--- src/hdl/dhp_pkg.sv ---
// Shared types, constants and a helper function for the decimal hundredths parser.
package dhp_pkg;

   // Default digit limits; the top level hands these down as parameters.
   localparam int INTEGER_DIGITS_DEFAULT  = 8;
   localparam int FRACTION_DIGITS_DEFAULT = 2;

   // Fixed widths of the datapath.
   localparam int ACC_WIDTH    = 34;
   localparam int VALUE_WIDTH  = 35;
   localparam int STATUS_WIDTH = 2;
   localparam int COUNT_WIDTH  = 4;
   localparam int PAD_WIDTH    = 3;
   localparam int SCALE_WIDTH  = 14;

   // Characters of interest.
   localparam logic [7:0] CHAR_TERM  = 8'h00;
   localparam logic [7:0] CHAR_MINUS = 8'h2D;
   localparam logic [7:0] CHAR_POINT = 8'h2E;
   localparam logic [7:0] CHAR_ZERO  = 8'h30;
   localparam logic [7:0] CHAR_NINE  = 8'h39;

   // Status codes of a result beat.
   localparam logic [STATUS_WIDTH-1:0] STATUS_OK       = 2'd0;
   localparam logic [STATUS_WIDTH-1:0] STATUS_BAD_CHAR = 2'd1;
   localparam logic [STATUS_WIDTH-1:0] STATUS_NO_MINUS = 2'd2;

   typedef enum logic [2:0] {
      PH_START = 3'd0,
      PH_INT   = 3'd1,
      PH_FRAC  = 3'd2,
      PH_SKIP  = 3'd3,
      PH_ERROR = 3'd4
   } phase_type;

   // One parse step's result toward the output register.
   typedef struct packed {
      logic                          is_last;
      logic signed [VALUE_WIDTH-1:0] value_hundredths;
      logic [STATUS_WIDTH-1:0]       status;
   } step_result_type;

   // Power of ten used to pad missing fraction digits.
   function automatic logic [SCALE_WIDTH-1:0] pow10(input logic [PAD_WIDTH-1:0] n);
      logic [SCALE_WIDTH-1:0] p;
      unique case (n)
         3'd0:    p = 14'd1;
         3'd1:    p = 14'd10;
         3'd2:    p = 14'd100;
         3'd3:    p = 14'd1000;
         3'd4:    p = 14'd10000;
         default: p = 14'd1;
      endcase
      return p;
   endfunction

endpackage

--- src/hdl/dhp_step.sv ---
// Parser state machine: holds the running parse and forms the result at the terminator.
module dhp_step #(
   parameter int INTEGER_DIGITS  = dhp_pkg::INTEGER_DIGITS_DEFAULT,
   parameter int FRACTION_DIGITS = dhp_pkg::FRACTION_DIGITS_DEFAULT
) (
   input  logic                     clock,
   input  logic                     reset,
   input  logic                     advance,
   input  logic [7:0]               text_byte,
   input  logic                     allow_negative,
   output dhp_pkg::step_result_type result
);

   dhp_pkg::phase_type                    phase_ff, phase_in;
   logic [dhp_pkg::ACC_WIDTH-1:0]         acc_ff, acc_in;
   logic [dhp_pkg::COUNT_WIDTH-1:0]       count_ff, count_in;
   logic                                  negative_ff, negative_in;
   logic [dhp_pkg::STATUS_WIDTH-1:0]      error_ff, error_in;

   dhp_pkg::phase_type                    work_phase;
   logic                                  is_digit;
   logic [3:0]                            digit_value;
   logic [dhp_pkg::ACC_WIDTH-1:0]         acc_step;
   logic [dhp_pkg::COUNT_WIDTH-1:0]       pad_full;
   logic [dhp_pkg::PAD_WIDTH-1:0]         pad;
   logic [dhp_pkg::ACC_WIDTH+dhp_pkg::SCALE_WIDTH-1:0] product;
   logic [dhp_pkg::VALUE_WIDTH-1:0]       magnitude;

   always_ff @(posedge clock) begin
      if (reset) begin
         phase_ff    <= dhp_pkg::PH_START;
         acc_ff      <= '0;
         count_ff    <= '0;
         negative_ff <= 1'b0;
         error_ff    <= dhp_pkg::STATUS_OK;
      end else if (advance) begin
         phase_ff    <= phase_in;
         acc_ff      <= acc_in;
         count_ff    <= count_in;
         negative_ff <= negative_in;
         error_ff    <= error_in;
      end
   end

   assign is_digit    = (text_byte >= dhp_pkg::CHAR_ZERO) && (text_byte <= dhp_pkg::CHAR_NINE);
   assign digit_value = 4'(text_byte - dhp_pkg::CHAR_ZERO);
   // Times ten plus the digit, as the sum of two shifts and the digit.
   assign acc_step    = dhp_pkg::ACC_WIDTH'((acc_ff << 3) + (acc_ff << 1)
                        + {{(dhp_pkg::ACC_WIDTH-4){1'b0}}, digit_value});

   // Once a fraction has started, only the missing fraction digits are padded.
   assign pad_full = dhp_pkg::COUNT_WIDTH'(FRACTION_DIGITS) - count_ff;
   always_comb begin
      if ((phase_ff == dhp_pkg::PH_FRAC) || (phase_ff == dhp_pkg::PH_SKIP)) begin
         if (count_ff < dhp_pkg::COUNT_WIDTH'(FRACTION_DIGITS)) begin
            pad = pad_full[dhp_pkg::PAD_WIDTH-1:0];
         end else begin
            pad = '0;
         end
      end else begin
         pad = dhp_pkg::PAD_WIDTH'(FRACTION_DIGITS);
      end
   end

   assign product   = acc_ff * dhp_pkg::pow10(pad);
   assign magnitude = {1'b0, product[dhp_pkg::ACC_WIDTH-1:0]};

   always_comb begin
      phase_in    = phase_ff;
      acc_in      = acc_ff;
      count_in    = count_ff;
      negative_in = negative_ff;
      error_in    = error_ff;
      work_phase  = phase_ff;

      result.is_last          = 1'b0;
      result.value_hundredths = '0;
      result.status           = error_ff;

      if (text_byte == dhp_pkg::CHAR_TERM) begin
         result.is_last = 1'b1;
         if (error_ff == dhp_pkg::STATUS_OK) begin
            result.value_hundredths = negative_ff ? -$signed(magnitude) : $signed(magnitude);
         end
         phase_in    = dhp_pkg::PH_START;
         acc_in      = '0;
         count_in    = '0;
         negative_in = 1'b0;
         error_in    = dhp_pkg::STATUS_OK;
      end else if ((phase_ff == dhp_pkg::PH_START) && (text_byte == dhp_pkg::CHAR_MINUS)) begin
         if (allow_negative) begin
            negative_in = 1'b1;
            phase_in    = dhp_pkg::PH_INT;
         end else begin
            phase_in = dhp_pkg::PH_ERROR;
            error_in = dhp_pkg::STATUS_NO_MINUS;
         end
      end else begin
         if (phase_ff == dhp_pkg::PH_START) begin
            work_phase = dhp_pkg::PH_INT;
            phase_in   = dhp_pkg::PH_INT;
         end
         unique case (work_phase)
            dhp_pkg::PH_INT: begin
               if (text_byte == dhp_pkg::CHAR_POINT) begin
                  phase_in = dhp_pkg::PH_FRAC;
                  count_in = '0;
               end else if (count_ff >= dhp_pkg::COUNT_WIDTH'(INTEGER_DIGITS)) begin
                  phase_in = dhp_pkg::PH_SKIP;
                  count_in = '0;
               end else if (is_digit) begin
                  acc_in   = acc_step;
                  count_in = count_ff + 1'b1;
               end else begin
                  phase_in = dhp_pkg::PH_ERROR;
                  error_in = dhp_pkg::STATUS_BAD_CHAR;
               end
            end
            dhp_pkg::PH_FRAC: begin
               if (count_ff >= dhp_pkg::COUNT_WIDTH'(FRACTION_DIGITS)) begin
                  phase_in = dhp_pkg::PH_SKIP;
               end else if (is_digit) begin
                  acc_in   = acc_step;
                  count_in = count_ff + 1'b1;
               end else begin
                  phase_in = dhp_pkg::PH_ERROR;
                  error_in = dhp_pkg::STATUS_BAD_CHAR;
               end
            end
            default: begin
               // Skipping or errored: the byte is ignored.
            end
         endcase
      end
   end

endmodule

--- src/hdl/decimal_hundredths_parser.sv ---
// Top level of the decimal hundredths parser: input register, parse step and result register.
//
//   channel   ports                               direction   beat carries
//   request   req_valid, req_stall                in          one text byte, zero ends the text
//   response  rsp_valid, rsp_stall                out         value in hundredths and status
//   config    csr_write_enable, csr_write_data    in          the allow_negative bit
//
// One byte is taken per cycle while req_stall is low. A byte waits in the input register,
// and the terminator's result is loaded from there into the result register, where it
// is offered until its beat is taken. The parse state update closes on itself.
// Reset is synchronous and active high; it empties both registers, restarts the parse
// and sets allow_negative to one.
// A stalled result only holds up the input register when the byte waiting there is a
// terminator; other bytes keep flowing while a result waits to be taken.
module decimal_hundredths_parser #(
   parameter int INTEGER_DIGITS  = dhp_pkg::INTEGER_DIGITS_DEFAULT,
   parameter int FRACTION_DIGITS = dhp_pkg::FRACTION_DIGITS_DEFAULT
) (
   input  logic                                   clock,
   input  logic                                   reset,
   input  logic                                   req_valid,
   output logic                                   req_stall,
   input  logic [7:0]                             req_text_byte,
   output logic                                   rsp_valid,
   input  logic                                   rsp_stall,
   output logic signed [dhp_pkg::VALUE_WIDTH-1:0] rsp_value_hundredths,
   output logic [dhp_pkg::STATUS_WIDTH-1:0]       rsp_status,
   input  logic                                   csr_write_enable,
   input  logic                                   csr_write_data
);

   logic                                   allow_negative_ff;
   logic                                   in_valid_ff;
   logic [7:0]                             in_byte_ff;
   logic                                   out_valid_ff;
   logic signed [dhp_pkg::VALUE_WIDTH-1:0] out_value_ff;
   logic [dhp_pkg::STATUS_WIDTH-1:0]       out_status_ff;

   logic                                   out_free;
   logic                                   advance;
   dhp_pkg::step_result_type               step_result;

   // The configuration bit is written directly; it is read when a byte is parsed.
   always_ff @(posedge clock) begin
      if (reset) begin
         allow_negative_ff <= 1'b1;
      end else if (csr_write_enable) begin
         allow_negative_ff <= csr_write_data;
      end
   end

   // The result register can take a new beat when it is empty or being drained.
   assign out_free = !out_valid_ff || !rsp_stall;
   // The byte in the input register moves on unless it needs a full result register.
   assign advance   = in_valid_ff && (!step_result.is_last || out_free);
   assign req_stall = in_valid_ff && !advance;

   always_ff @(posedge clock) begin
      if (reset) begin
         in_valid_ff <= 1'b0;
      end else if (!req_stall) begin
         in_valid_ff <= req_valid;
      end
   end

   always_ff @(posedge clock) begin
      if (!req_stall && req_valid) begin
         in_byte_ff <= req_text_byte;
      end
   end

   dhp_step #(
      .INTEGER_DIGITS  (INTEGER_DIGITS),
      .FRACTION_DIGITS (FRACTION_DIGITS)
   ) u_step (
      .clock          (clock),
      .reset          (reset),
      .advance        (advance),
      .text_byte      (in_byte_ff),
      .allow_negative (allow_negative_ff),
      .result         (step_result)
   );

   // Result register: loaded by a terminator, cleared once its beat is taken.
   always_ff @(posedge clock) begin
      if (reset) begin
         out_valid_ff <= 1'b0;
      end else if (advance && step_result.is_last) begin
         out_valid_ff <= 1'b1;
      end else if (!rsp_stall) begin
         out_valid_ff <= 1'b0;
      end
   end

   always_ff @(posedge clock) begin
      if (advance && step_result.is_last) begin
         out_value_ff  <= step_result.value_hundredths;
         out_status_ff <= step_result.status;
      end
   end

   assign rsp_valid            = out_valid_ff;
   assign rsp_value_hundredths = out_value_ff;
   assign rsp_status           = out_status_ff;

endmodule

--- config.mk ---
export PLATFORM = sky130hd
export DESIGN_NAME = decimal_hundredths_parser
export DESIGN_NICKNAME = d
export VERILOG_FILES = /design/src/hdl/dhp_pkg.sv /design/src/hdl/dhp_step.sv /design/src/hdl/decimal_hundredths_parser.sv
export SDC_FILE = /design/constraint.sdc
export NUM_CORES = 1
export LEC_CHECK = 0
export ABC_CLOCK_PERIOD_IN_PS = 28600
export BUFFER_PORTS_ARGS = -buffer_cell sky130_fd_sc_hd__buf_2
export CAP_MARGIN = 20
export CELL_PAD_IN_SITES_DETAIL_PLACEMENT = 0
export CELL_PAD_IN_SITES_GLOBAL_PLACEMENT = 2
export CORE_ASPECT_RATIO = 1.1
export CORE_UTILIZATION = 44
export DETAILED_ROUTE_END_ITERATION = 6
export PLACE_DENSITY = 0.95
export SYNTH_ARGS = -nofsm -noshare
export SYNTH_HDL_FRONTEND = slang
export SYNTH_SLANG_ARGS = --single-unit
--- constraint.sdc ---
create_clock -name clock -period 28.6 [get_ports clock]
set_input_delay 4.29 -clock clock [delete_from_list [all_inputs] [get_ports clock]]
set_output_delay 4.29 -clock clock [all_outputs]
set_load 0.01 [all_outputs]
==> impl_results.md, run 1 <==
* Quantity of gates resized following cts at 0
* Power Density at about 16 mW/mm^2
* Layer carrying the most global-route usage: met2
* Clock latency on the worst-skew pair at roughly 0.39 ns
* Finished Layout Cells at 2370
* Status: complete, no violations
* Max-slew headroom at 0.2124
* Met2 layer usage reported by global route at 0.3735
* Congestion Overflow GR at 0
* CTS clk-pin slew, worst paths at roughly 0.080 ns
* Worst slew pin tran at between 1 and 1.5 ns
* Overall routing resource usage at 0.2263
* Fmax achieved at 101.6 MHz
* Critical setup path kind: flop to flop
* Half-perimeter wire length after placement at between 30000 and 40000 um
* Vertical die dimension at 203.6 um
* Post-Syn Nets at between 2000 and 2500
* Unrepaired setup endpoints after global routing: no
* Number of enable flip-flop cells after synthesis at 45
* Hold WC Path Type: flop to flop
* Input/output buffers at between 50 and 60
* Met1 capacity usage during global routing at 0.3063
* Worst Path Max Fanout at 55
* Smallest setup slack after layout at about 19 ns
* Nets at about 2300
* Kind of cell adding the most delay to the critical path: adder cells
* Routed wire length per instance at about 17 um
* Starting density of the core at 0.4485
* Number of search-and-repair iterations in the first detailed-routing pass at 5
* Antenna viol nets, final at 0
* Critical-path top delay cell: sky130_fd_sc_hd__o41ai_2
* Hold_ws at ~0.47 ns
* Site Rows at 73
* Synthesis warning total at 0
* Overall power of the completed layout at ~0.00028 W
* Area growth, synth to finish at 6.686%
* Leakage power total at 8.600 nW
* Post-synthesis average cell area at ~8.7 sq um
* CTS max path bufs at 2
* Gate count after technology mapping at around 1900
* Number of stages on the worst setup path at 29
* Clock tree from TritonCTS: built
* Proportion of synthesized chip area in sequential cells at 0.1409
* Required time of the worst setup path at 28.71 ns
* Die width at between 150 and 200 um
* IR Drop Worst-Case VDD at 0.03939 mV
* First DRT Iteration DRCs at around 810
* Num CTS Buffers at 9
* Count of cells along the worst register-to-register path at 29
* I/O pins at 53
* Total count of hold-check failures in the final report at 0
* Most common cell after layout, fill and taps aside: sky130_fd_sc_hd__inv_1
* Worst slack at placement at 18.83 ns
* DR vias at 12535
* Launch point of the critical path: u_step.count_ff[0]
* CP Capture Point: rsp_value_hundredths[30]
* Number of buffers added to fix hold violations after cts at 0
* Critical path's largest stage delay at ~0.8 ns
* Worst reg2reg path endpoint: rsp_value_hundredths[30]
* Period Utilization, post-route at 0.3441
* Largest clock skew in the final design at ~0.019 ns
* Number of storage elements in the synthesis netlist at 92
* Placeable Area at approximately 0.036 sq mm
* Dominant synthesized flop cell: sky130_fd_sc_hd__dfxtp_1
* Worst setup SP type: flop
* Final Setup Violations at 0
* Initial antenna violation count at 1
* GR Util met3 at 0.03571
* Overall die area at ~0.038 sq mm
* Worst EP arrival at between 9 and 10 ns
* Post-route DRC at 0
* Number of buffers inserted to repair setup after CTS at 0
* Pin count of the biggest net entering global routing at 56
* Number of max-slew violations in the final report at 0
* Antenna diode count at 0
* Wire length of the first global-routing pass at between 60000 and 70000 um
* Clk sink count at slightly above 90
* Fraction of layout instances using a drive strength above 1 at 0.05523
* Async S/R FF share, synth at 0
* Post-synth cell types at 67
* Flop-to-flop setup slack at roughly 19 ns
* Number of levels in the clock H-tree at 3
* Min Tclk post-route at just under 10 ns
* GP Congestion at between 0.9 and 1
* Area of the mapped netlist at 0.01626 sq mm
* Clock Root Buffer: sky130_fd_sc_hd__clkbuf_16
* Instance count along the most critical hold path at 2
* Number of placed instances with taps included at approximately 2400
* Count of fill cells added during filler insertion at roughly 3600
* Reg2Reg Launch Point: u_step.count_ff[0]
* Max-capacitance violation count at 0
* Setup_tns at 0 ns
* Buffer and inverter count on the worst path at 7
* Final routed wirelength across all metal layers at 39630 um
* Most Frequent Cell on Critical Path: sky130_fd_sc_hd__inv_1
* Detailed-route vias per instance at between 5 and 6
* Vias in the first global route at ~13000
* Most frequent cells in the layout: sky130_fd_sc_hd__inv_1, sky130_fd_sc_hd__fa_1, sky130_fd_sc_hd__nand2_1
* Sort of element at the end of the critical path: flop
==> cell families after synthesis <==
logic type,after synthesis,synth area share
AND/OR/NAND/NOR,557,0.1673
buffers and inverters,431,0.09994
adder cells (fa/ha/maj),401,0.4258
AO/OA/AOI/OAI,279,0.1109
XOR/XNOR,99,0.05332
flip-flops,92,0.1409
multiplexers,3,0.001847
==> through the flow <==
step                area [sq um]    util
floorplan                  16260       -
global route               17350  0.4785
detailed placement         17030  0.4696
global placement           17030  0.4696
CTS                        17350  0.4785
finish                     17350  0.4785
==> per-layer routing <==
layer  vias up  share of wire
li1       6027              -
met1      6125           0.46
met2       329           0.47
met3        52          0.050
met4         2          0.021
met5         -        0.00023
==> how the worst min path moves through the flow <==
stage                                   from  slack [ns]           endpoint
after floorplan           u_step.error_ff[0]        0.42      rsp_status[0]
after global placement    u_step.error_ff[0]        0.45      rsp_status[0]
final                      u_step.acc_ff[33]        0.47  u_step.acc_ff[33]
after CTS                  u_step.acc_ff[33]        0.48  u_step.acc_ff[33]
after detailed placement  u_step.error_ff[0]        0.45      rsp_status[0]
after global routing      u_step.error_ff[1]        0.51      rsp_status[1]
==> flip-flops by register name, indices dropped and copies added (netlist names) <==
name	cells
allow_negative_ff	1
in_byte_ff	8
in_valid_ff	1
rsp_status	2
rsp_valid	1
rsp_value_hundredths	35
u_step.acc_ff	34
u_step.count_ff	4
u_step.error_ff	2
u_step.negative_ff	1
u_step.phase_ff	3
==> layout make-up <==
cell class                      instances  area, sq um  share of cell area
Timing Repair Buffer                   65        357.8             0.02062
Tap cell                              487        609.3             0.03512
Sequential cell                        92         2292              0.1321
Inverter                              371         1393             0.08026
Clock inverter                          7        97.59            0.005625
Clock buffer                            9        225.2             0.01298
Multi-Input combinational cell       1339        12380              0.7133
==> synthesized netlist by cell type, drive strengths merged (4+ instances only) <==
cell    count  share of area
nor3b       4         0.0018
nand4      12         0.0046
o21ai      58          0.018
xnor2      55          0.030
a31oi      18         0.0069
nand2b     12         0.0046
dfxtp      47          0.058
or2         6         0.0023
xor2       44          0.024
nor2b      10         0.0038
nand2     181          0.042
nand3      64          0.020
o211ai     10         0.0046
nor2      113          0.026
nand4b      4         0.0022
or3        11         0.0048
or4         7         0.0039
edfxtp     45          0.083
fa        254           0.31
nor3       23         0.0071
a22oi       5         0.0023
o21a        9         0.0042
ha        147           0.11
o41ai       5         0.0043
a211oi      9         0.0042
inv       371          0.086
and3       15         0.0058
and2       81          0.031
o31a        5         0.0027
o31ai      13         0.0060
a211o       7         0.0038
clkbuf     55          0.013
buf         5         0.0016
a21oi      83          0.026
a21o       20         0.0092
o21bai      9         0.0042
==> power breakdown <==
group | switching (W) | internal, W | leakage (nW) | total (W)
clock | 0.0000624 | 0.0000709 | 0.159 | 0.000133
sequential | 0.00000141 | 0.000139 | 0.716 | 0.000140
combinational | 0.00000615 | 0.00000363 | 7.73 | 0.00000978
total | 0.0000700 | 0.000213 | 8.60 | 0.000283
==> worst min-delay path, cell delays in order, from the launching register on <==
cell and delay, ns:
sky130_fd_sc_hd__dfxtp_1 0.32, sky130_fd_sc_hd__nand3_1 0.06, sky130_fd_sc_hd__a21oi_1 0.05
Power figures use the tool's default switching activity.
==> inputs of run 2 (changes only) <==
--- a/config.mk
+++ b/config.mk
@@ -5,13 +5,13 @@
 export SDC_FILE = /design/constraint.sdc
 export NUM_CORES = 1
 export LEC_CHECK = 0
-export ABC_CLOCK_PERIOD_IN_PS = 28600
+export ABC_CLOCK_PERIOD_IN_PS = 9150
 export BUFFER_PORTS_ARGS = -buffer_cell sky130_fd_sc_hd__buf_2
 export CAP_MARGIN = 20
 export CELL_PAD_IN_SITES_DETAIL_PLACEMENT = 0
 export CELL_PAD_IN_SITES_GLOBAL_PLACEMENT = 2
 export CORE_ASPECT_RATIO = 1.1
-export CORE_UTILIZATION = 44
+export CORE_UTILIZATION = 41
 export DETAILED_ROUTE_END_ITERATION = 6
 export PLACE_DENSITY = 0.95
 export SYNTH_ARGS = -nofsm -noshare
==> constraint.sdc (replaced) <==
create_clock -name clock -period 9.15 [get_ports clock]
set_input_delay 1.3725 -clock clock [delete_from_list [all_inputs] [get_ports clock]]
set_output_delay 1.3725 -clock clock [all_outputs]
set_load 0.01 [all_outputs]
==> impl_results.md, run 2 (synthesized netlist as in run 1, its figures left out) <==
* Status: complete, no violations
* Worst Path Max Fanout at 34 (-38%)
* Area growth, synth to finish at 7.593%
* Max-slew headroom at 0.3688 (+0.1564)
* Number of search-and-repair iterations in the first detailed-routing pass at 5 (unchanged)
* Finished Layout Cells at 2402 (+1.4%)
* Largest clock skew in the final design at 0.01827 ns (-0.0005622 ns)
* Number of buffers added to fix hold violations after cts at 0 (unchanged)
* Number of flip-flops under the largest register name at 35 (unchanged)
* Launch point of the critical path: u_step.count_ff[1]
* Clk sink count at 92 (unchanged)
* Power Density at 49.58 mW/mm^2 (+200%)
* Worst setup SP type: flop
* Detailed-route vias per instance at 5.213 (-1.4%)
* Overall power of the completed layout at 0.0008675 W (+210%)
* Hold path endpoint: rsp_status[0]
* Most frequent cells in the layout: sky130_fd_sc_hd__inv_1, sky130_fd_sc_hd__fa_1, sky130_fd_sc_hd__nand2_1
* Congestion Overflow GR at 0 (unchanged)
* Worst EP arrival at 8.83 ns (-1.12 ns)
* Clock tree from TritonCTS: built
* Overall die area at 0.04047 sq mm (+7.2%)
* Number of buffers inserted to repair setup after CTS at 0 (unchanged)
* Post-route DRC at 0 (unchanged)
* Number of max-slew violations in the final report at 0 (unchanged)
* Clock Root Buffer: sky130_fd_sc_hd__clkbuf_16
* Critical setup path kind: flop to flop
* Most Frequent Cell on Critical Path: sky130_fd_sc_hd__fa_1
* Starting density of the core at 0.4161 (-0.03238)
* Min Tclk post-route at 8.721 ns (-1.120 ns)
* Vias in the first global route at 13047 (-0.061%)
* I/O pins at 53 (unchanged)
* Initial antenna violation count at 1 (unchanged)
* Nets at 2305 (+0.52%)
* Routed wire length per instance at 16.63 um (-0.53%)
* Critical path's largest stage delay at 0.64 ns (-0.14 ns)
* Final Setup Violations at 0 (unchanged)
* Post-Layout Inst Area at 0.01750 sq mm (+0.85%)
* First DRT Iteration DRCs at 676 (-17%)
* Leakage power total at 8.663 nW (+0.73%)
* Number of levels in the clock H-tree at 3 (unchanged)
* Worst reg2reg path endpoint: rsp_value_hundredths[31]
* Critical-path top delay cell: sky130_fd_sc_hd__or4_4
* Setup_tns at 0 ns (unchanged)
* Antenna viol nets, final at 0 (unchanged)
* Sort of element at the end of the critical path: flop
* Overall routing resource usage at 0.2098 (-0.01649)
* CTS max path bufs at 2 (unchanged)
* Flop-to-flop setup slack at 0.43 ns (-18.33 ns)
* Quantity of gates resized following cts at 0 (unchanged)
* Worst slew pin tran at 0.9395 ns (-0.2270 ns)
* Site Rows at 76 (+4.1%)
* Instance count along the most critical hold path at 0 (-2)
* Reg2Reg Launch Point: u_step.count_ff[1]
* Count of cells along the worst register-to-register path at 28 (-3.4%)
* Placeable Area at 0.03908 sq mm (+7.8%)
* Die width at 191.9 um (+3.6%)
* Required time of the worst setup path at 9.26 ns (-19.45 ns)
* Fmax achieved at 114.7 MHz (+13%)
* Clock latency on the worst-skew pair at 0.38 ns (about the same)
* Wire length of the first global-routing pass at 66700 um (+0.32%)
* GP Congestion at 0.9269 (-1.1%)
* Max-capacitance violation count at 0 (unchanged)
* Pin count of the biggest net entering global routing at 44 (-21%)
* Vertical die dimension at 210.9 um (+3.6%)
* Most common cell after layout, fill and taps aside: sky130_fd_sc_hd__inv_1
* Half-perimeter wire length after placement at 32720 um (+1.8%)
* Fraction of layout instances using a drive strength above 1 at 0.06596 (+0.01073)
* Standard cell area after detailed placement at 0.01714 sq mm (+0.63%)
* Final routed wirelength across all metal layers at 39950 um (+0.81%)
* Number of placed instances with taps included at 2385 (+1.3%)
* Footprint of the multi-input gates at 0.01241 sq mm (+0.28%)
* Period Utilization, post-route at 0.9531 (+0.6090)
* Count of fill cells added during filler insertion at 3804 (+7.1%)
* Hold WC Path Type: flop to flop
* CTS clk-pin slew, worst paths at 0.08 ns (about the same)
* Num CTS Buffers at 9 (unchanged)
* Unrepaired setup endpoints after global routing: no
* Input/output buffers at 52 (unchanged)
* Register area at 0.002293 sq mm (about the same)
* Total count of hold-check failures in the final report at 0 (unchanged)
* Antenna diode count at 0 (unchanged)
* DR vias at 12521 (-0.11%)
* IR Drop Worst-Case VDD at 0.1127 mV (+190%)
* HP Start: u_step.error_ff[0]
[run 2: changes by cell type in the layout (fill, tap and decap cells not counted), sizes merged]
| cell | before | now |
|---|---|---|
| buf | 65 | 77 |
| bufinv | 1 | 0 |
| clkbuf | 9 | 10 |
[run 2: worst max path at each step]
stage	end	slack (ns)	cells past startpoint
finish	rsp_value_hundredths[31]	0.43	28
global route	rsp_value_hundredths[32]	0.005	28
CTS	rsp_value_hundredths[31]	0.26	28
detailed placement	rsp_value_hundredths[31]	0.27	28
global placement	rsp_value_hundredths[31]	0.46	28
floorplan	rsp_value_hundredths[31]	0.1	32
[run 2: report_power, final]
group	total [W]	leakage, nW	internal [W]	switching [W]
combinational	0.0000313	7.80	0.0000116	0.0000197
sequential	0.000438	0.716	0.000434	0.00000454
clock	0.000398	0.149	0.000200	0.000198
total	0.000867	8.66	0.000645	0.000222
[run 2: per-layer routing]
layer  GRT usage  up-vias  routed length (um)
li1            -     6040                   -
met1      0.2822     6154               18220
met2      0.3565      287               19150
met3     0.02708       40                1891
met4     0.04981        0                 694
met5           0        -                   0
[run 2: area by class of cell]
type                            instances  area share
Tap cell                              507     0.03625
Sequential cell                        92      0.1311
Clock buffer                           10     0.01366
Multi-Input combinational cell       1339      0.7093
Timing Repair Buffer                   77     0.02674
Inverter                              371     0.07959
Clock inverter                          6    0.003432
[run 2: worst max-delay path: cells and delay by family (launching register included)]
kind	cells	cell delay, ns
adders and majority gates	8	3.65
and+or+nand+nor	10	2.72
AOI/OAI and AO/OA	4	0.97
buffers and inverters	5	0.48
DFF	1	0.46
xor gates and xnor gates	1	0.18
[run 2: through the flow]
| step | hold WS [ns] | util | worst slack [ns] |
|---|---|---|---|
| CTS | 0.4695 | 0.4461 | 0.2561 |
| global placement | 0.4387 | 0.4384 | 0.4563 |
| floorplan | 0.4244 | - | 0.09956 |
| global route | 0.4903 | 0.4477 | 0.005207 |
| finish | 0.4661 | 0.4477 | 0.4287 |
| detailed placement | 0.4396 | 0.4384 | 0.2705 |
